--- config.mk ---
export PLATFORM = sky130hd
export DESIGN_NAME = dcc_packet_waveform_generator
export DESIGN_NICKNAME = d
export VERILOG_FILES = /design/src/rtl/dcc_pkg.sv /design/src/rtl/dcc_msg_store.sv /design/src/rtl/dcc_bit_seq.sv /design/src/rtl/dcc_packet_waveform_generator.sv
export SDC_FILE = /design/constraint.sdc
export NUM_CORES = 1
export LEC_CHECK = 0
export BUFFER_PORTS_ARGS = -buffer_cell sky130_fd_sc_hd__clkbuf_2
export CAP_MARGIN = 30
export CORE_MARGIN = 1
export CORE_UTILIZATION = 52
export CTS_BUF_LIST = sky130_fd_sc_hd__clkbuf_4 sky130_fd_sc_hd__clkbuf_8 sky130_fd_sc_hd__clkbuf_16
export DETAILED_ROUTE_END_ITERATION = 7
export HOLD_SLACK_MARGIN = 0.05
export PLACE_DENSITY = 0.76
export RECOVER_POWER = 25
export SLEW_MARGIN = 20
export SYNTH_ARGS = -nofsm -noshare
export SYNTH_HDL_FRONTEND = slang
export SYNTH_SLANG_ARGS = --single-unit
--- constraint.sdc ---
create_clock -name clk -period 2.4 [get_ports clk]
set_input_delay 0.12 -clock clk [delete_from_list [all_inputs] [get_ports clk]]
set_output_delay 0.12 -clock clk [all_outputs]
set_load 0.01 [all_outputs]
--- src/rtl/dcc_pkg.sv ---
// package: shared types, codes and constants of the dcc waveform generator
`timescale 1ns / 1ps

package dcc_pkg;

  // message store depth default and count width (covers depths up to 16)
  localparam int MSG_BYTES_DEF = 8;
  localparam int CNT_W = 5;

  // register reset values
  localparam logic [7:0] PREAMBLE_RST = 8'd14;
  localparam logic [7:0] LONG_RST = 8'd27;
  localparam logic [7:0] SHORT_RST = 8'h8D;
  localparam logic [7:0] FIRST_MASK = 8'h80;

  // input opcodes
  typedef enum logic [1:0] {
    OP_TICK = 2'd0,
    OP_BYTE = 2'd1,
    OP_HEADER = 2'd2,
    OP_NONE = 2'd3
  } opcode_t;

  // register indexes on the apb port (paddr[3:2])
  typedef enum logic [1:0] {
    REG_PREAMBLE = 2'd0,
    REG_LONG = 2'd1,
    REG_SHORT = 2'd2,
    REG_NONE = 2'd3
  } reg_idx_t;

  // bit sequencer phases
  typedef enum logic [3:0] {
    MODE_PRE = 4'b0001,
    MODE_EXT = 4'b0010,
    MODE_SEP = 4'b0100,
    MODE_BITS = 4'b1000
  } mode_t;

  typedef struct packed {
    logic [1:0] opcode;
    logic       msg_ready;
    logic [2:0] byte_index;
    logic [7:0] byte_value;
    logic [3:0] msg_length;
    logic [7:0] msg_preamble;
  } in_item_t;

  typedef struct packed {
    logic       pin_level;
    logic [7:0] reload_value;
    logic       bit_is_one;
    logic       asked_message;
  } out_item_t;

  typedef struct packed {
    logic [7:0] preamble_length;
    logic [7:0] long_reload;
    logic [7:0] short_reload;
    logic       preamble_wr;
    logic [7:0] preamble_wdata;
  } cfg_t;

  typedef struct packed {
    logic       tick;
    logic       msg_ready;
    logic       header_wr;
    logic [3:0] msg_length;
    logic [7:0] msg_preamble;
  } seq_ctl_t;

endpackage

--- src/rtl/dcc_msg_store.sv ---
// message byte store: register file with one write port and one read port
`timescale 1ns / 1ps

module dcc_msg_store
  import dcc_pkg::*;
#(
  parameter int MSG_BYTES = MSG_BYTES_DEF
) (
  input  logic       clk,
  input  logic       wr_en,
  input  logic [2:0] wr_index,
  input  logic [7:0] wr_data,
  input  logic [3:0] rd_pos,
  output logic [7:0] rd_data
);

  localparam int IDX_W = $clog2(MSG_BYTES);

  logic [7:0] mem [MSG_BYTES];
  logic [CNT_W-1:0] wr_wide;
  logic [CNT_W-1:0] rd_wide;

  assign wr_wide = CNT_W'(wr_index);
  assign rd_wide = CNT_W'(rd_pos);

  // indexes past the depth are dropped on write and read as zero
  always_ff @(posedge clk) begin
    if (wr_en && (wr_wide < CNT_W'(MSG_BYTES))) begin
      mem[wr_wide[IDX_W-1:0]] <= wr_data;
    end
  end

  assign rd_data = (rd_wide < CNT_W'(MSG_BYTES)) ? mem[rd_wide[IDX_W-1:0]] : 8'd0;

endmodule

--- src/rtl/dcc_bit_seq.sv ---
// bit sequencer: preamble, separators and byte bits, one half-bit per tick
`timescale 1ns / 1ps

module dcc_bit_seq
  import dcc_pkg::*;
#(
  parameter int MSG_BYTES = MSG_BYTES_DEF
) (
  input  logic      clk,
  input  logic      rst,
  input  cfg_t      cfg,
  input  seq_ctl_t  ctl,
  input  logic [7:0] store_data,
  output logic [3:0] byte_pos,
  output out_item_t result
);

  logic       high_phase, high_phase_next;
  mode_t      mode, mode_next;
  logic [7:0] preamble_left, preamble_left_next;
  logic [7:0] extra_left, extra_left_next;
  logic [7:0] shift_byte, shift_byte_next;
  logic [7:0] bit_mask, bit_mask_next;
  logic [3:0] byte_pos_next;
  logic [7:0] held_reload, held_reload_next;
  logic       held_one, held_one_next;
  logic [3:0] stored_length;
  logic [7:0] stored_preamble;

  logic           asked;
  logic [7:0]     pre_dec;
  logic [7:0]     ext_dec;
  logic [7:0]     mask_shr;
  logic           cur_one;
  logic [CNT_W-1:0] eff_len;
  logic [CNT_W-1:0] next_pos;

  // clamped message length: zero acts as one, capped at store depth
  always_comb begin
    if (stored_length == 4'd0) begin
      eff_len = CNT_W'(1);
    end else if (CNT_W'(stored_length) > CNT_W'(MSG_BYTES)) begin
      eff_len = CNT_W'(MSG_BYTES);
    end else begin
      eff_len = CNT_W'(stored_length);
    end
  end

  assign pre_dec = preamble_left - 8'd1;
  assign ext_dec = extra_left - 8'd1;
  assign mask_shr = bit_mask >> 1;
  assign cur_one = |(shift_byte & bit_mask);
  assign next_pos = CNT_W'(byte_pos) + CNT_W'(1);

  always_comb begin
    high_phase_next = high_phase;
    mode_next = mode;
    preamble_left_next = preamble_left;
    extra_left_next = extra_left;
    shift_byte_next = shift_byte;
    bit_mask_next = bit_mask;
    byte_pos_next = byte_pos;
    held_reload_next = held_reload;
    held_one_next = held_one;
    asked = 1'b0;
    if (ctl.tick && !high_phase) begin
      high_phase_next = 1'b1;
      unique case (mode)
        MODE_PRE: begin
          held_reload_next = cfg.short_reload;
          held_one_next = 1'b1;
          preamble_left_next = pre_dec;
          if (pre_dec == 8'd0) begin
            asked = 1'b1;
            if (ctl.msg_ready) begin
              byte_pos_next = 4'd0;
              if (stored_preamble > cfg.preamble_length) begin
                extra_left_next = stored_preamble - cfg.preamble_length;
                mode_next = MODE_EXT;
              end else begin
                mode_next = MODE_SEP;
              end
            end else begin
              preamble_left_next = 8'd1;
            end
          end
        end
        MODE_EXT: begin
          held_reload_next = cfg.short_reload;
          held_one_next = 1'b1;
          extra_left_next = ext_dec;
          if (ext_dec == 8'd0) begin
            mode_next = MODE_SEP;
          end
        end
        MODE_SEP: begin
          held_reload_next = cfg.long_reload;
          held_one_next = 1'b0;
          mode_next = MODE_BITS;
          bit_mask_next = FIRST_MASK;
          shift_byte_next = store_data;
        end
        MODE_BITS: begin
          held_one_next = cur_one;
          held_reload_next = cur_one ? cfg.short_reload : cfg.long_reload;
          bit_mask_next = mask_shr;
          if (mask_shr == 8'd0) begin
            if (next_pos >= eff_len) begin
              mode_next = MODE_PRE;
              preamble_left_next = cfg.preamble_length;
            end else begin
              mode_next = MODE_SEP;
            end
            byte_pos_next = next_pos[3:0];
          end
        end
        default: begin
          mode_next = MODE_PRE;
        end
      endcase
    end else if (ctl.tick) begin
      high_phase_next = 1'b0;
    end
    // preamble write reloads counter; user writes only if idle, unchecked
    if (cfg.preamble_wr) begin
      preamble_left_next = cfg.preamble_wdata;
    end
  end

  always_ff @(posedge clk) begin
    if (rst) begin
      high_phase <= 1'b0;
      mode <= MODE_PRE;
      preamble_left <= PREAMBLE_RST;
      extra_left <= 8'd0;
      shift_byte <= 8'd0;
      bit_mask <= FIRST_MASK;
      byte_pos <= 4'd0;
      held_reload <= SHORT_RST;
      held_one <= 1'b1;
      stored_length <= 4'd0;
      stored_preamble <= 8'd0;
    end else begin
      high_phase <= high_phase_next;
      mode <= mode_next;
      preamble_left <= preamble_left_next;
      extra_left <= extra_left_next;
      shift_byte <= shift_byte_next;
      bit_mask <= bit_mask_next;
      byte_pos <= byte_pos_next;
      held_reload <= held_reload_next;
      held_one <= held_one_next;
      if (ctl.header_wr) begin
        stored_length <= ctl.msg_length;
        stored_preamble <= ctl.msg_preamble;
      end
    end
  end

  // second half repeats the held reload; first half shows the fresh one
  assign result.pin_level = high_phase;
  assign result.reload_value = high_phase ? held_reload : held_reload_next;
  assign result.bit_is_one = high_phase ? held_one : held_one_next;
  assign result.asked_message = asked;

endmodule

--- src/rtl/dcc_packet_waveform_generator.sv ---
// top level: dcc track waveform generator with apb registers and item channels
`timescale 1ns / 1ps
//
// channel   direction  handshake                 payload
// in        to block   in_valid / in_stall       in_data  (in_item_t)
// out       from block out_valid / out_stall     out_data (out_item_t)
// apb       to block   psel / penable / pready   paddr, pwdata, prdata
//
// one item per clock while in_stall is low: an accepted item is held in the
// input register, then the sequencer updates its state and a tick loads the
// result register, so a tick's result passes the input register and then the
// result register before it is offered on the out side.
// writes (byte and header) give no result and never wait on the out side.
// a full result register that is stalled holds back only tick items.
// synchronous active-high reset; the message store has no reset.
//
module dcc_packet_waveform_generator
  import dcc_pkg::*;
#(
  parameter int MSG_BYTES = MSG_BYTES_DEF
) (
  input  logic        clk,
  input  logic        rst,
  // item input
  input  logic        in_valid,
  output logic        in_stall,
  input  in_item_t    in_data,
  // result output
  output logic        out_valid,
  input  logic        out_stall,
  output out_item_t   out_data,
  // register port
  input  logic        psel,
  input  logic        penable,
  input  logic        pwrite,
  input  logic [3:0]  paddr,
  input  logic [31:0] pwdata,
  output logic [31:0] prdata,
  output logic        pready
);

  // configuration registers
  logic [7:0] preamble_length;
  logic [7:0] long_reload;
  logic [7:0] short_reload;
  logic       cfg_wr;
  reg_idx_t   reg_idx;

  // input register
  logic     stage_valid;
  in_item_t stage;
  logic     stage_tick;
  logic     advance;
  logic     accept;

  cfg_t       cfg;
  seq_ctl_t   ctl;
  out_item_t  result;
  logic [3:0] byte_pos;
  logic [7:0] store_data;

  assign pready = 1'b1;
  assign cfg_wr = psel && penable && pwrite;
  assign reg_idx = reg_idx_t'(paddr[3:2]);

  always_ff @(posedge clk) begin
    if (rst) begin
      preamble_length <= PREAMBLE_RST;
      long_reload <= LONG_RST;
      short_reload <= SHORT_RST;
    end else if (cfg_wr) begin
      unique case (reg_idx)
        REG_PREAMBLE: preamble_length <= pwdata[7:0];
        REG_LONG:     long_reload <= pwdata[7:0];
        REG_SHORT:    short_reload <= pwdata[7:0];
        default: begin
        end
      endcase
    end
  end

  always_comb begin
    unique case (reg_idx)
      REG_PREAMBLE: prdata = {24'd0, preamble_length};
      REG_LONG:     prdata = {24'd0, long_reload};
      REG_SHORT:    prdata = {24'd0, short_reload};
      default:      prdata = 32'd0;
    endcase
  end

  // a tick needs room in the result register; writes always move on
  assign stage_tick = (stage.opcode == OP_TICK);
  assign advance = stage_valid && (!stage_tick || !out_valid || !out_stall);
  assign in_stall = stage_valid && !advance;
  assign accept = in_valid && !in_stall;

  always_ff @(posedge clk) begin
    if (rst) begin
      stage_valid <= 1'b0;
    end else if (accept) begin
      stage_valid <= 1'b1;
    end else if (advance) begin
      stage_valid <= 1'b0;
    end
  end

  always_ff @(posedge clk) begin
    if (accept) begin
      stage <= in_data;
    end
  end

  assign cfg.preamble_length = preamble_length;
  assign cfg.long_reload = long_reload;
  assign cfg.short_reload = short_reload;
  assign cfg.preamble_wr = cfg_wr && (reg_idx == REG_PREAMBLE);
  // counter reload takes the value being written, not the old register
  assign cfg.preamble_wdata = pwdata[7:0];

  assign ctl.tick = advance && stage_tick;
  assign ctl.msg_ready = stage.msg_ready;
  assign ctl.header_wr = advance && (stage.opcode == OP_HEADER);
  assign ctl.msg_length = stage.msg_length;
  assign ctl.msg_preamble = stage.msg_preamble;

  dcc_msg_store #(
    .MSG_BYTES(MSG_BYTES)
  ) u_store (
    .clk      (clk),
    .wr_en    (advance && (stage.opcode == OP_BYTE)),
    .wr_index (stage.byte_index),
    .wr_data  (stage.byte_value),
    .rd_pos   (byte_pos),
    .rd_data  (store_data)
  );

  dcc_bit_seq #(
    .MSG_BYTES(MSG_BYTES)
  ) u_seq (
    .clk        (clk),
    .rst        (rst),
    .cfg        (cfg),
    .ctl        (ctl),
    .store_data (store_data),
    .byte_pos   (byte_pos),
    .result     (result)
  );

  // result register: loads on each tick, drains when the far side takes it
  always_ff @(posedge clk) begin
    if (rst) begin
      out_valid <= 1'b0;
    end else if (ctl.tick) begin
      out_valid <= 1'b1;
    end else if (!out_stall) begin
      out_valid <= 1'b0;
    end
  end

  always_ff @(posedge clk) begin
    if (ctl.tick) begin
      out_data <= result;
    end
  end

endmodule
Yosys cells after proc, flatten, opt, wreduce, memory -nomap -nowiden
Memories as Yosys holds them, arrays and structs flattened. A register that Yosys moved wholly into a read port is not among the register bits. Index checks and enable logic that the tools add are counted.

Magnitude comparators: 5. Reduce and logical (&&, ||, !) cells: 44. Multiplexer cells: 45. Bitwise operators: 1. Add/subtract/negate cells: 4. Equality and inequality tests: 16.

Operator list (number): 2-to-1 mux 8 bit (13); one-hot mux 8 bit (2 select lines) (3); one-hot mux 8 bit (3 select lines) (2); 2-to-1 mux 4 bit (9); logical NOT 8 bit (3); one-hot mux 4 bit (4 select lines) (1); subtractor 8 x 1 -> 8 bit (second input constant) (2); AND reduction 5 bit (3); 2-to-1 mux 3 bit (4); AND reduction 2 bit (6); nonzero test 2 bit (6); logical AND 1 bit (11); 2-to-1 mux 1 bit (11); != test 2 x 1 -> 1 bit (second input constant) (5); AND 8 bit (1); greater-than comparator 8 bit (1); one-hot mux 4 bit (2 select lines) (1); OR reduction 8 bit (1); subtractor 8 bit (1); logical NOT 1 bit (6); != test 3 x 2 -> 1 bit (second input constant) (2); adder 4 x 1 -> 5 bit (second input constant) (1); >= comparator 5 bit (1); equality test 2 x 1 -> 1 bit (second input constant) (2); other kinds (16) (19).

Memories: 1. Register bits after elaboration: 125. Bits in writable memories: 64. Word-level logic and storage cells: 142.

Memories: u_store.mem (depth 8, width 8, read ports 1, clocked after Yosys merged registers in 1, write ports 1, line dcc_msg_store.sv:19) `logic [7:0] mem [MSG_BYTES];`.

Logic depth before layout (Yosys ltp)
Gate-level depths: netlist of run 1.

Depth in word-level cells: 10. Mapped depth: 11. Gate-level depth less buffers: 10.

Cells and area by module
From an unflattened synthesis of run 1, not the netlist that was laid out.

Cell total of the unflattened synthesis: 786. Area, all modules: 8867.3 µm².

By module, submodules not included: dcc_bit_seq (times used 1, cells each 469, area each 3777.4 µm², seq. area each 1241.2 µm²); dcc_packet_waveform_generator (times used 1, cells each 202, area each 2563.7 µm², seq. area each 1631.6 µm²); dcc_msg_store (times used 1, cells each 115, area each 2526.2 µm², seq. area each 1921.8 µm²).

Least setup slack after synthesis of run 1
No wires, ideal clock.

Path type: reg2reg. Start point: register stage_valid. End point: register stage, in the netlist ctl[0], enable pin. Arrival: 1.976 ns. Slack: 0.013 ns. Library setup time: 0.412 ns. Data required time: 1.988 ns. Cell stages (with the launch flop): 5. Path through: dfxtp_1 > or3b_1 > clkbuf_1 > nor2_1 > nor2b_1.

Longest elaborated chain between the ends: 5.

Ends and longest elaborated chain: start: declaration (line dcc_packet_waveform_generator.sv:50) `logic stage_valid;`; start signal: assignment (line dcc_packet_waveform_generator.sv:99) `stage_valid <= 1'b0;`; start signal: assignment (line dcc_packet_waveform_generator.sv:101) `stage_valid <= 1'b1;`; start signal: assignment (line dcc_packet_waveform_generator.sv:103) `stage_valid <= 1'b0;`; logical AND 1 bit (line dcc_packet_waveform_generator.sv:93) `assign advance = stage_valid && (!stage_tick || !out_valid || !out_stall);`; logical NOT 1 bit (line dcc_packet_waveform_generator.sv:94) `assign in_stall = stage_valid && !advance;`; logical AND 1 bit (*) (line dcc_packet_waveform_generator.sv:94); named net in_stall (line dcc_packet_waveform_generator.sv:26) `output logic in_stall,`; logical NOT 1 bit (*) (line dcc_packet_waveform_generator.sv:95) `assign accept = in_valid && !in_stall;`; logical AND 1 bit (*) (line dcc_packet_waveform_generator.sv:95); named net accept (line dcc_packet_waveform_generator.sv:54) `logic accept;`; end signal: assignment (line dcc_packet_waveform_generator.sv:109) `stage <= in_data;`; end: declaration (line dcc_packet_waveform_generator.sv:51) `in_item_t stage;`.

The timed path passes the listed nets; every way through them passes the cells marked *. A chain may end at the register's enable or synchronous reset.

Worst setup path after layout of run 1
Start point: register u_seq.preamble_left[4]. End point: register u_seq.mode[2].

Longest elaborated chain between the ends: 4.

Ends and longest elaborated chain: start: declaration (line dcc_bit_seq.sv:20) `logic [7:0] preamble_left, preamble_left_next;`; start signal: assignment (line dcc_bit_seq.sv:146) `preamble_left <= preamble_left_next;`; subtractor 8 x 1 -> 8 bit (line dcc_bit_seq.sv:49) `assign pre_dec = preamble_left - 8'd1;`; logical NOT 8 bit (line dcc_bit_seq.sv:73) `if (pre_dec == 8'd0) begin`; != test 2 x 1 -> 1 bit (no line); AND reduction 5 bit (no line); end signal: assignment (line dcc_bit_seq.sv:145) `mode <= mode_next;`; end: declaration (line dcc_bit_seq.sv:19) `mode_t mode, mode_next;`.

No other way between the ends.

==> impl_metrics.json, run 1 <==
{
  "crit_chain": "or3_4 -> or3_4 -> a221oi_4 -> a22oi_4 -> or3_2 -> o211a_1",
  "hpwl_mm": 12.9,
  "worstSetupPathType": "flip-flop to flip-flop",
  "r2r-end": "u_seq.mode[2]",
  "min_to": "long_reload[2]",
  "vias": 6385,
  "grt_pass1_vias": 6011,
  "grt_pass1_wl_mm": 30.8,
  "grt.overflow.total": 0,
  "syn_area_per_cell_um2": 11.2,
  "netlist_instances": 773,
  "cts_buffer_depth": 2,
  "first_pass_iters": 7,
  "r2r_setup_slack_ns": 0.07,
  "min_from": "rst",
  "crit_top_cell": "or3_4",
  "finalPower_mw": 6.88,
  "synth_area_leaders": "edfxtp_1, dfxtp_1, mux2i_1",
  "rr_worst_depth": 6,
  "setup_tns_ns": 0,
  "rows": 46,
  "start_util_pct": 53.9,
  "synth_seq_cells": 192,
  "outcome": "finished clean",
  "netlist_top_cells_count": "edfxtp_1, dfxtp_1, nand2_1, nor2_1, mux2i_1",
  "core-area_um2": 16100,
  "synth_top_area_share_pct": 35.0,
  "synth_area_um2": 8660,
  "ys_async_sr_fraction_pct": 0,
  "antenna_found_initial": 0,
  "nNetsFinal": 996,
  "crit_path_start_kind": "flip-flop",
  "ant_nets": 0,
  "root_buffer": "clkbuf_16",
  "fin_util_pct": 65.5,
  "cp_top_family": "simple AND/OR/NAND/NOR gates",
  "clkSinkCount": 192,
  "cts_inserted_buffers": 17,
  "antennaDiodeCount": 0,
  "gp_congestion": 0.875,
  "wl_per_cell_um": 17.3,
  "vias_per_cell": 5.61,
  "cp_data_required_time_ns": 2.75,
  "die_h_um": 131,
  "io_pins": 115,
  "min_path_type": "input pin to flip-flop",
  "path_buf_inv": 0,
  "cts.clk_slew.worst_paths_ns": 0.08,
  "die_width_um": 131,
  "min_period_ns": 2.33,
  "synth_cell_types": 70,
  "cp-end-kind": "flip-flop",
  "synth_ff_type": "edfxtp_1",
  "dieArea_um2": 17200,
  "drt_iter0_markers": 550,
  "cp_max_fo": 4,
  "setup_violations": 0,
  "portBuffers": 63,
  "max_slew_margin_pct": 27.8,
  "synth_top_area_cell": "edfxtp_1",
  "ys_seq_area_share_pct": 56.1,
  "drt-total-wl_mm": 19.7,
  "finalCritPeriodShare_pct": 96.9,
  "peakVddDrop_uv": 576,
  "fin_skew_ns": 0.0102,
  "htree_levels": 4,
  "power_density_nw_per_um2": 654,
  "area_delta_synth_final_pct": 21.5,
  "critical_path.max_stage_delay_ns": 0.49,
  "worstPathArrival_ns": 2.67,
  "timing.hold.ws_ns": 0.105,
  "hold_viol": 0,
  "tightest_slew_ns": 1.08,
  "drc": 0,
  "fmaxAchievable_ghz": 0.430,
  "synth-edff-count": 101,
  "grt_usage_pct": 24.0,
  "cpMaxStageDelayCell": "or3_2",
  "min_delay_path_depth": 2,
  "yosys.cell_count.top_type": "edfxtp_1",
  "worstSkewPairLatency_ns": 0.45,
  "grt_max_degree": 26,
  "drive_above_1_share_pct": 21.5,
  "cts_tree": "yes",
  "slew_viol_final": 0,
  "reg2reg_from": "u_seq.preamble_left[4]",
  "leakagePower_nw": 4.07,
  "ys.warnings.count": 0,
  "maxCapViolCount": 0
}
## cells by family after synthesis
| family | Yosys count | synth area share, % |
|---|---|---|
| muxes | 58 | 9.01 |
| adders and majority gates | 18 | 2.69 |
| AOI/OAI and AO/OA | 148 | 11.6 |
| xor gates and xnor gates | 14 | 1.42 |
| DFF | 192 | 56.1 |
| and+or+nand+nor | 256 | 14.3 |
| other | 2 | 0.0867 |
| buffers and inverters | 85 | 4.91 |
## timing repair
item / 4_1_cts / 5_1_grt
cloned: 0 / 0
hold buffers: 36 / 0
hold endpoints to repair: 56 / 0
pin swaps: 0 / 7
endpoints found under the setup margin: 3 / 21
resized for setup: 3 / 22
setup buffers: 0 / 2
## through the flow
step | setup WS [ns] | instance area (µm²) | std cells
floorplan | 0.0126 | 8750 | 796
global placement | 0.0678 | 9420 | 1068
detailed placement | -0.00802 | 9420 | 1068
CTS | 0.00444 | 10400 | 1136
global route | -0.0383 | 10500 | 1138
finish | 0.0734 | 10500 | 1138
## registers in the layout, indices dropped and copies added, names as in the netlist, 11 cells and up, named ones only
| register | count |
|---|---|
| ctl | 13 |
| stage | 13 |
| out_data | 11 |
| u_store.mem | 64 |
## layer usage
layer | share of wire [%] | vias up | track usage [%]
met4 | 2.5 | 0 | 9.94
met5 | 0 | - | 0
met3 | 5.3 | 44 | 4.79
met1 | 44 | 3067 | 31.6
li1 | - | 3049 | -
met2 | 48 | 225 | 38.8
## worst max-delay path by stage
stage	startpoint	to	cells after the start	slack, ns
floorplan	stage_valid	ctl[0]	4	0.01
detailed placement	u_seq.stored_preamble[0]	u_seq.extra_left[7]	9	-0.008
global placement	u_seq.stored_preamble[0]	u_seq.extra_left[7]	9	0.07
finish	u_seq.preamble_left[4]	u_seq.mode[2]	6	0.07
global route	u_seq.extra_left[0]	u_seq.mode[2]	7	-0.04
CTS	stage[24]	u_seq.byte_pos[0]	6	0.004
## cells in the final DEF (no fill, tap or decap), drive strengths merged, types with 3 or more instances in the layout
master / synthesis / layout
xnor2: 7 / 7
o211ai: 7 / 7
clkbuf: 29 / 81
o21ai: 34 / 34
ha: 17 / 17
nand4: 5 / 5
buf: 33 / 56
nor3: 13 / 13
nor3b: 3 / 3
nand4b: 3 / 3
a21oi: 38 / 38
a211oi: 6 / 6
a311oi: 4 / 4
nor4: 3 / 3
mux2i: 42 / 42
or4b: 4 / 4
and2: 8 / 8
edfxtp: 101 / 101
or3: 9 / 9
nand2b: 14 / 14
clkinv: 0 / 4
a211o: 7 / 7
dfxtp: 91 / 91
a31oi: 8 / 8
nand2: 78 / 78
conb: 2 / 25
mux4: 16 / 16
nand3: 21 / 21
nor2: 78 / 78
nand3b: 5 / 5
a21o: 4 / 4
nor2b: 4 / 4
dlygate4sd3: 0 / 36
xor2: 7 / 7
inv: 23 / 33
a22oi: 20 / 20
## power breakdown
part | switching (mW) | leakage, nW | internal, mW
Combinational | 0.199 | 2.11 | 0.155
Clock | 1.44 | 0.308 | 1.54
Sequential | 0.0432 | 1.66 | 3.50
## area by class of cell
class / count / area, µm²
clock inverters: 15 / 208
repair buffers: 156 / 1100
multi-input cells: 519 / 3570
fillers: 1173 / 5540
well taps: 216 / 270
inverters: 23 / 86.3
flip-flops and latches: 192 / 4860
clock buffers: 17 / 425
(Power assumes the default switching activity.)
==> inputs of run 2 (changes only) <==
--- a/config.mk
+++ b/config.mk
@@ -17,4 +17,5 @@
 export SLEW_MARGIN = 20
 export SYNTH_ARGS = -nofsm -noshare
 export SYNTH_HDL_FRONTEND = slang
+export SYNTH_HIERARCHICAL = 1
 export SYNTH_SLANG_ARGS = --single-unit
==> run 2 against run 1 <==
The run now ends with negative setup slack left; maximum frequency fell by 3.1%; register-to-register slack got worse by 0.07 ns; clock power fell by 2%; non-clock buffer count did not move; sequential share of layout area fell by 1.1 points; synthesized cell count rose by 1.7%; final cell count rose by 1.1%; routed wire length fell by 2.7%; first-iteration DRC count fell by 8.9%; largest power group unchanged; highest routed layer unchanged.
==> impl_metrics.json, run 2 <==
{
  "rows": 47,
  "peakVddDrop_uv": 518,
  "io_pins": 115,
  "antennaDiodeCount": 0,
  "drt-total-wl_mm": 19.1,
  "dpl-instance-area_um2": 9570,
  "clockPowerShare_pct": 43.0,
  "synth_cell_types": 75,
  "max_slew_margin_pct": 48.0,
  "reg2reg_from": "u_seq/preamble_left[1]",
  "synth_top_area_cell": "edfxtp_1",
  "violations": "negative setup slack",
  "p_comb_share_pct": 5.4,
  "grt.overflow.total": 0,
  "largest_reg_flops": 64,
  "synth_ff_type": "edfxtp_1",
  "hold_viol": 0,
  "final_area_um2": 10600,
  "cts_buffer_depth": 2,
  "nFillCells": 1295,
  "start_util_pct": 53.3,
  "synth_area_um2": 8870,
  "ys_seq_area_share_pct": 54.1,
  "worstSetupPathType": "flip-flop to flip-flop",
  "slew_viol_final": 0,
  "min_to": "short_reload[7]",
  "netlist_top_cells_count": "nor2_1, edfxtp_1, dfxtp_1, mux2i_1, nand2_1",
  "final_common_cell": "nor2_1",
  "ys_async_sr_fraction_pct": 0,
  "die_width_um": 133,
  "r2r_setup_slack_ns": -0.001,
  "synth_simple_gate_area_share_pct": 14.6,
  "grt_usage_pct": 22.2,
  "portBuffers": 63,
  "power.switching_mw": 1.50,
  "worstSkewPairLatency_ns": 0.43,
  "cp-end-kind": "flip-flop",
  "vias": 6334,
  "yosys.cell_count.top_type": "nor2_1",
  "grt_pass1_wl_mm": 29.9,
  "min_delay_path_depth": 4,
  "netSwitchingFraction_pct": 22.1,
  "min_path_type": "input pin to flip-flop",
  "synth_top_area_share_pct": 34.2,
  "die_h_um": 133,
  "fmaxAchievable_ghz": 0.416,
  "r2r-end": "u_seq/extra_left[2]",
  "worstPathArrival_ns": 2.73,
  "gp_congestion": 0.858,
  "min_period_ns": 2.40,
  "ys.warnings.count": 6,
  "synthAdderAreaFrac_pct": 2.62,
  "rsz0062_at_grt": "true",
  "min_from": "penable",
  "drt_iter0_markers": 501,
  "grt_max_degree": 50,
  "crit_path_start_kind": "flip-flop",
  "netlist_instances": 786,
  "fin_skew_ns": 0.00873,
  "synthMuxAreaShare_pct": 11.3,
  "p_int_mw": 5.28,
  "timing.hold.ws_ns": 0.163,
  "drive_above_1_share_pct": 20.6,
  "rr_worst_depth": 8,
  "cts_inserted_buffers": 17,
  "nNetsFinal": 1005,
  "pwr-share-seq_pct": 51.6,
  "root_buffer": "clkbuf_16",
  "area_delta_synth_final_pct": 20.1,
  "wl_per_cell_um": 16.6,
  "cpMaxStageDelayCell": "or4b_4",
  "maxCapViolCount": 0,
  "outcome": "complete, but fails checks",
  "synth_area_leaders": "edfxtp_1, dfxtp_1, mux2i_1",
  "hpwl_mm": 12.9,
  "setup_violations": 1,
  "cts_tree": "yes",
  "cp_data_required_time_ns": 2.72,
  "finalCritPeriodShare_pct": 100,
  "tightest_slew_ns": 0.780,
  "htree_levels": 4,
  "synth_top_family_by_area": "simple AND/OR/NAND/NOR gates",
  "synth_seq_cells": 189,
  "clkSinkCount": 189,
  "crit_chain": "inv_2 -> ha_4 -> or4b_4 -> nor4b_4 -> o31ai_4 -> and4bb_4 -> o22ai_1 -> a32o_1",
  "drc": 0,
  "core-area_um2": 16600,
  "critical_path.max_stage_delay_ns": 0.50,
  "cts.clk_slew.worst_paths_ns": 0.07,
  "power_density_nw_per_um2": 636,
  "synth_compound_area_share_pct": 10.2,
  "leakagePower_nw": 4.05,
  "syn_area_per_cell_um2": 11.3,
  "first_pass_iters": 5,
  "ant_nets": 0,
  "synth_xor_area_share_pct": 1.58,
  "dieArea_um2": 17600,
  "synth-edff-count": 101,
  "antenna_found_initial": 0,
  "mostFrequentLayoutCells": "nor2_1, edfxtp_1, dfxtp_1, mux2i_1, clkbuf_2",
  "grt_pass1_vias": 5991,
  "fin_ws_ns": -0.00138,
  "vias_per_cell": 5.50,
  "cp_max_fo": 7
}
run 2: what timing repair did:
| action | 4_1_cts | 5_1_grt |
|---|---|---|
| setup buffers | 2 | 5 |
| hold endpoints to repair | 59 | 0 |
| resized for setup | 1 | 21 |
| hold buffers | 36 | 0 |
| pin swaps | 5 | 18 |
| endpoints found under the setup margin | 1 | 22 |
run 2: kinds of logic (layout without fill, tap and decap cells):
| kind of cell | after synthesis | count (layout) |
|---|---|---|
| other | 2 | 25 |
| XOR/XNOR | 16 | 16 |
| flip-flops | 189 | 189 |
| multiplexers | 78 | 78 |
| AO/OA/AOI/OAI | 134 | 134 |
| buffers and inverters | 92 | 214 |
| AND/OR/NAND/NOR | 257 | 257 |
| adder cells (fa/ha/maj) | 18 | 18 |
run 2: cell type report:
| type | count | area, µm² | area share [%] |
|---|---|---|---|
| flip-flops and latches | 189 | 4800 | 45.1 |
| multi-input cells | 528 | 3740 | 35.2 |
| repair buffers | 156 | 1120 | 10.5 |
| clock buffers | 17 | 425 | 4.00 |
| well taps | 220 | 275 | 2.59 |
| clock inverters | 15 | 188 | 1.76 |
| inverters | 26 | 97.6 | 0.917 |
run 2: power by group through the flow:
stage	clock network (mW)	registers [mW]	logic, mW
after floorplan	0	3.55	0.226
after global placement	0	3.56	0.304
after detailed placement	0	3.56	0.310
after CTS	2.97	3.49	0.360
after global routing	3.08	3.50	0.401
final	2.91	3.49	0.368
run 2: worst max-delay path by stage:
| stage | to | from | slack, ns |
|---|---|---|---|
| 4_1_cts | u_seq/extra_left[0] | stage[25] | -0.007 |
| 3_3_place_gp | u_seq/extra_left[2] | stage[24] | 0.03 |
| 6_report | u_seq/extra_left[2] | u_seq/preamble_left[1] | -0.001 |
| 2_1_floorplan | u_seq/extra_left[2] | stage[24] | -0.07 |
| 3_5_place_dp | u_seq/extra_left[2] | stage[24] | -0.02 |
| 5_1_grt | u_seq/extra_left[2] | u_seq/preamble_left[1] | -0.08 |
run 2: per-layer routing:
| layer | vias to the layer above | track usage [%] | part of all wire [%] |
|---|---|---|---|
| met3 | 28 | 4.25 | 3.9 |
| met2 | 170 | 38.9 | 52 |
| met1 | 3067 | 26.6 | 42 |
| li1 | 3069 | - | - |
| met4 | 0 | 9.96 | 2.4 |
| met5 | - | 0 | 0 |
run 2: worst max-delay path, delay by kind of cell (launching register included):
kind | cells | cell delay (ns)
AOI/OAI and AO/OA | 3 | 0.46
adders and majority gates | 1 | 0.13
buffers and inverters | 1 | 0.07
DFF | 1 | 0.33
and+or+nand+nor | 3 | 1.29
run 2: through the flow:
| step | std cells | setup WS [ns] | setup TNS, ns | utilization, % | total power, mW |
|---|---|---|---|---|---|
| 2_1_floorplan | 809 | -0.0660 | -0.0951 | - | 3.78 |
| 3_3_place_gp | 1077 | 0.0337 | 0 | 57.5 | 3.87 |
| 3_5_place_dp | 1077 | -0.0178 | -0.0178 | 57.5 | 3.87 |
| 4_1_cts | 1147 | -0.00722 | -0.0116 | 63.5 | 6.82 |
| 5_1_grt | 1151 | -0.0756 | -0.381 | 64.0 | 6.98 |
| 6_report | 1151 | -0.00138 | -0.00138 | 64.0 | 6.78 |
==> inputs of run 3 (changes only) <==
--- a/config.mk
+++ b/config.mk
@@ -5,7 +5,7 @@
 export SDC_FILE = /design/constraint.sdc
 export NUM_CORES = 1
 export LEC_CHECK = 0
-export BUFFER_PORTS_ARGS = -buffer_cell sky130_fd_sc_hd__clkbuf_2
+export BUFFER_PORTS_ARGS = -buffer_cell sky130_fd_sc_hd__buf_2
 export CAP_MARGIN = 30
 export CORE_MARGIN = 1
 export CORE_UTILIZATION = 52
@@ -14,8 +14,6 @@
 export HOLD_SLACK_MARGIN = 0.05
 export PLACE_DENSITY = 0.76
 export RECOVER_POWER = 25
-export SLEW_MARGIN = 20
 export SYNTH_ARGS = -nofsm -noshare
 export SYNTH_HDL_FRONTEND = slang
-export SYNTH_HIERARCHICAL = 1
 export SYNTH_SLANG_ARGS = --single-unit
==> run 3 against run 2 <==
The flow still finishes with violations (negative setup slack); setup slack got worse by 0.0099 ns; combinational power fell by 4%; via count rose by 0.96%; non-clock buffer count did not move; power rose by 2.1%; clock-buffer cell count did not move; die area fell by 2.3%.
==> impl_metrics.json, run 3 (synthesized netlist as in run 1, its figures left out) <==
{
  "rr_worst_depth": 6,
  "timing.hold.ws_ns": 0.172,
  "final_area_um2": 10500,
  "drc": 0,
  "max_slew_margin_pct": 44.9,
  "vias": 6395,
  "largest_reg_flops": 64,
  "grt.overflow.total": 0,
  "slew_viol_final": 0,
  "final_common_cell": "edfxtp_1",
  "instances_no_fill": 1138,
  "min_period_ns": 2.41,
  "gp_congestion": 0.888,
  "drt_iter0_markers": 621,
  "area.sequential_um2": 4860,
  "power_density_nw_per_um2": 657,
  "core-area_um2": 16100,
  "leakagePower_nw": 4.06,
  "maxCapViolCount": 0,
  "cp_max_fo": 5,
  "start_util_pct": 53.9,
  "dieArea_um2": 17200,
  "grt_pass1_wl_mm": 31.3,
  "tightest_slew_ns": 0.826,
  "die_width_um": 131,
  "die_h_um": 131,
  "drt-total-wl_mm": 20.0,
  "nNetsFinal": 996,
  "grt_max_degree": 40,
  "cp-end-kind": "flip-flop",
  "ant_nets": 0,
  "hold_viol": 0,
  "min_to": "long_reload[7]",
  "worstSetupPathType": "flip-flop to flip-flop",
  "rsz0062_at_grt": "true",
  "fin_skew_ns": 0.0146,
  "hpwl_mm": 12.6,
  "cts_inserted_buffers": 17,
  "grt_usage_pct": 24.6,
  "setup_violations": 1,
  "pre_cts_slack_ns": -0.0808,
  "crit_path_start_kind": "flip-flop",
  "worstSkewPairLatency_ns": 0.44,
  "dpl-instance-area_um2": 9410,
  "drive_above_1_share_pct": 21.1,
  "io_pins": 115,
  "outcome": "complete, but fails checks",
  "portBuffers": 63,
  "root_buffer": "clkbuf_16",
  "nFillCells": 1179,
  "worstPathArrival_ns": 2.78,
  "clkSinkCount": 192,
  "placed_cells": 1066,
  "setup_tns_ns": -0.0113,
  "min_path_type": "input pin to flip-flop",
  "rows": 46,
  "r2r-end": "u_seq.mode[1]",
  "fmaxAchievable_ghz": 0.415,
  "cts.clk_slew.worst_paths_ns": 0.08,
  "antennaDiodeCount": 0,
  "cts_buffer_depth": 2,
  "cp_data_required_time_ns": 2.77,
  "fin_ws_ns": -0.0113,
  "htree_levels": 4,
  "violations": "negative setup slack",
  "multiInputGateArea_um2": 3560,
  "cts_tree": "yes",
  "finalCritPeriodShare_pct": 100,
  "antenna_found_initial": 0,
  "area_delta_synth_final_pct": 21.7,
  "vias_per_cell": 5.62,
  "reg2reg_from": "u_seq.preamble_left[4]",
  "grt_pass1_vias": 6133,
  "wl_per_cell_um": 17.6,
  "min_delay_path_depth": 3,
  "r2r_setup_slack_ns": -0.01,
  "peakVddDrop_uv": 702,
  "min_from": "paddr[2]",
  "mostFrequentLayoutCells": "edfxtp_1, dfxtp_1, nand2_1, nor2_1, buf_2",
  "first_pass_iters": 5
}
[run 3: stage by stage]
| stage | power [mW] | utilization, % |
|---|---|---|
| after floorplan | 3.81 | - |
| after detailed placement | 3.91 | 58.6 |
| final | 6.92 | 65.6 |
| after global placement | 3.90 | 58.6 |
| after global routing | 7.12 | 65.6 |
| after CTS | 6.92 | 65.2 |
[run 3: metal layers]
metal  GRT usage [%]  share of wire, %  vias up
met4            9.26               2.1        0
met1            32.1                44     3080
met5               0                 0        -
li1                -                 -     3051
met2            40.9                49      232
met3            4.59               5.1       32
[run 3: power breakdown]
part	switching, mW	internal (mW)	leakage, nW
Sequential	0.0453	3.50	1.66
Clock	1.47	1.55	0.311
Combinational	0.198	0.156	2.09
Total	1.71	5.21	4.06
[run 3: how the worst max path moves through the flow]
stage,cells past startpoint,to,from
floorplan,4,ctl[0],stage_valid
global placement,9,u_seq.extra_left[2],u_seq.stored_preamble[0]
detailed placement,9,u_seq.extra_left[2],u_seq.stored_preamble[0]
CTS,6,u_seq.mode[2],u_seq.preamble_left[2]
global route,6,u_seq.mode[1],stage[24]
finish,6,u_seq.mode[1],u_seq.preamble_left[4]
[run 3: cell type report]
class	count	area share, %
flip-flops and latches	192	46.1
multi-input cells	519	33.8
repair buffers	156	10.6
clock buffers	17	4.04
well taps	216	2.57
clock inverters	15	2.05
inverters	23	0.819
[run 3: critical path: stages (launching register included)]
cell      delay [ns]
dfxtp_1         0.32
or3_4           0.41
or3_4           0.36
a221oi_4        0.39
a22oi_4         0.13
or4b_4          0.55
a21oi_2         0.18
[run 3: timing repair]
action | 4_1_cts | 5_1_grt
pin swaps | 3 | 10
resized for setup | 7 | 19
endpoints found under the hold margin | 56 | 0
buffers inserted | 2 | 2
hold buffers | 36 | 0
setup endpoints to repair | 12 | 20
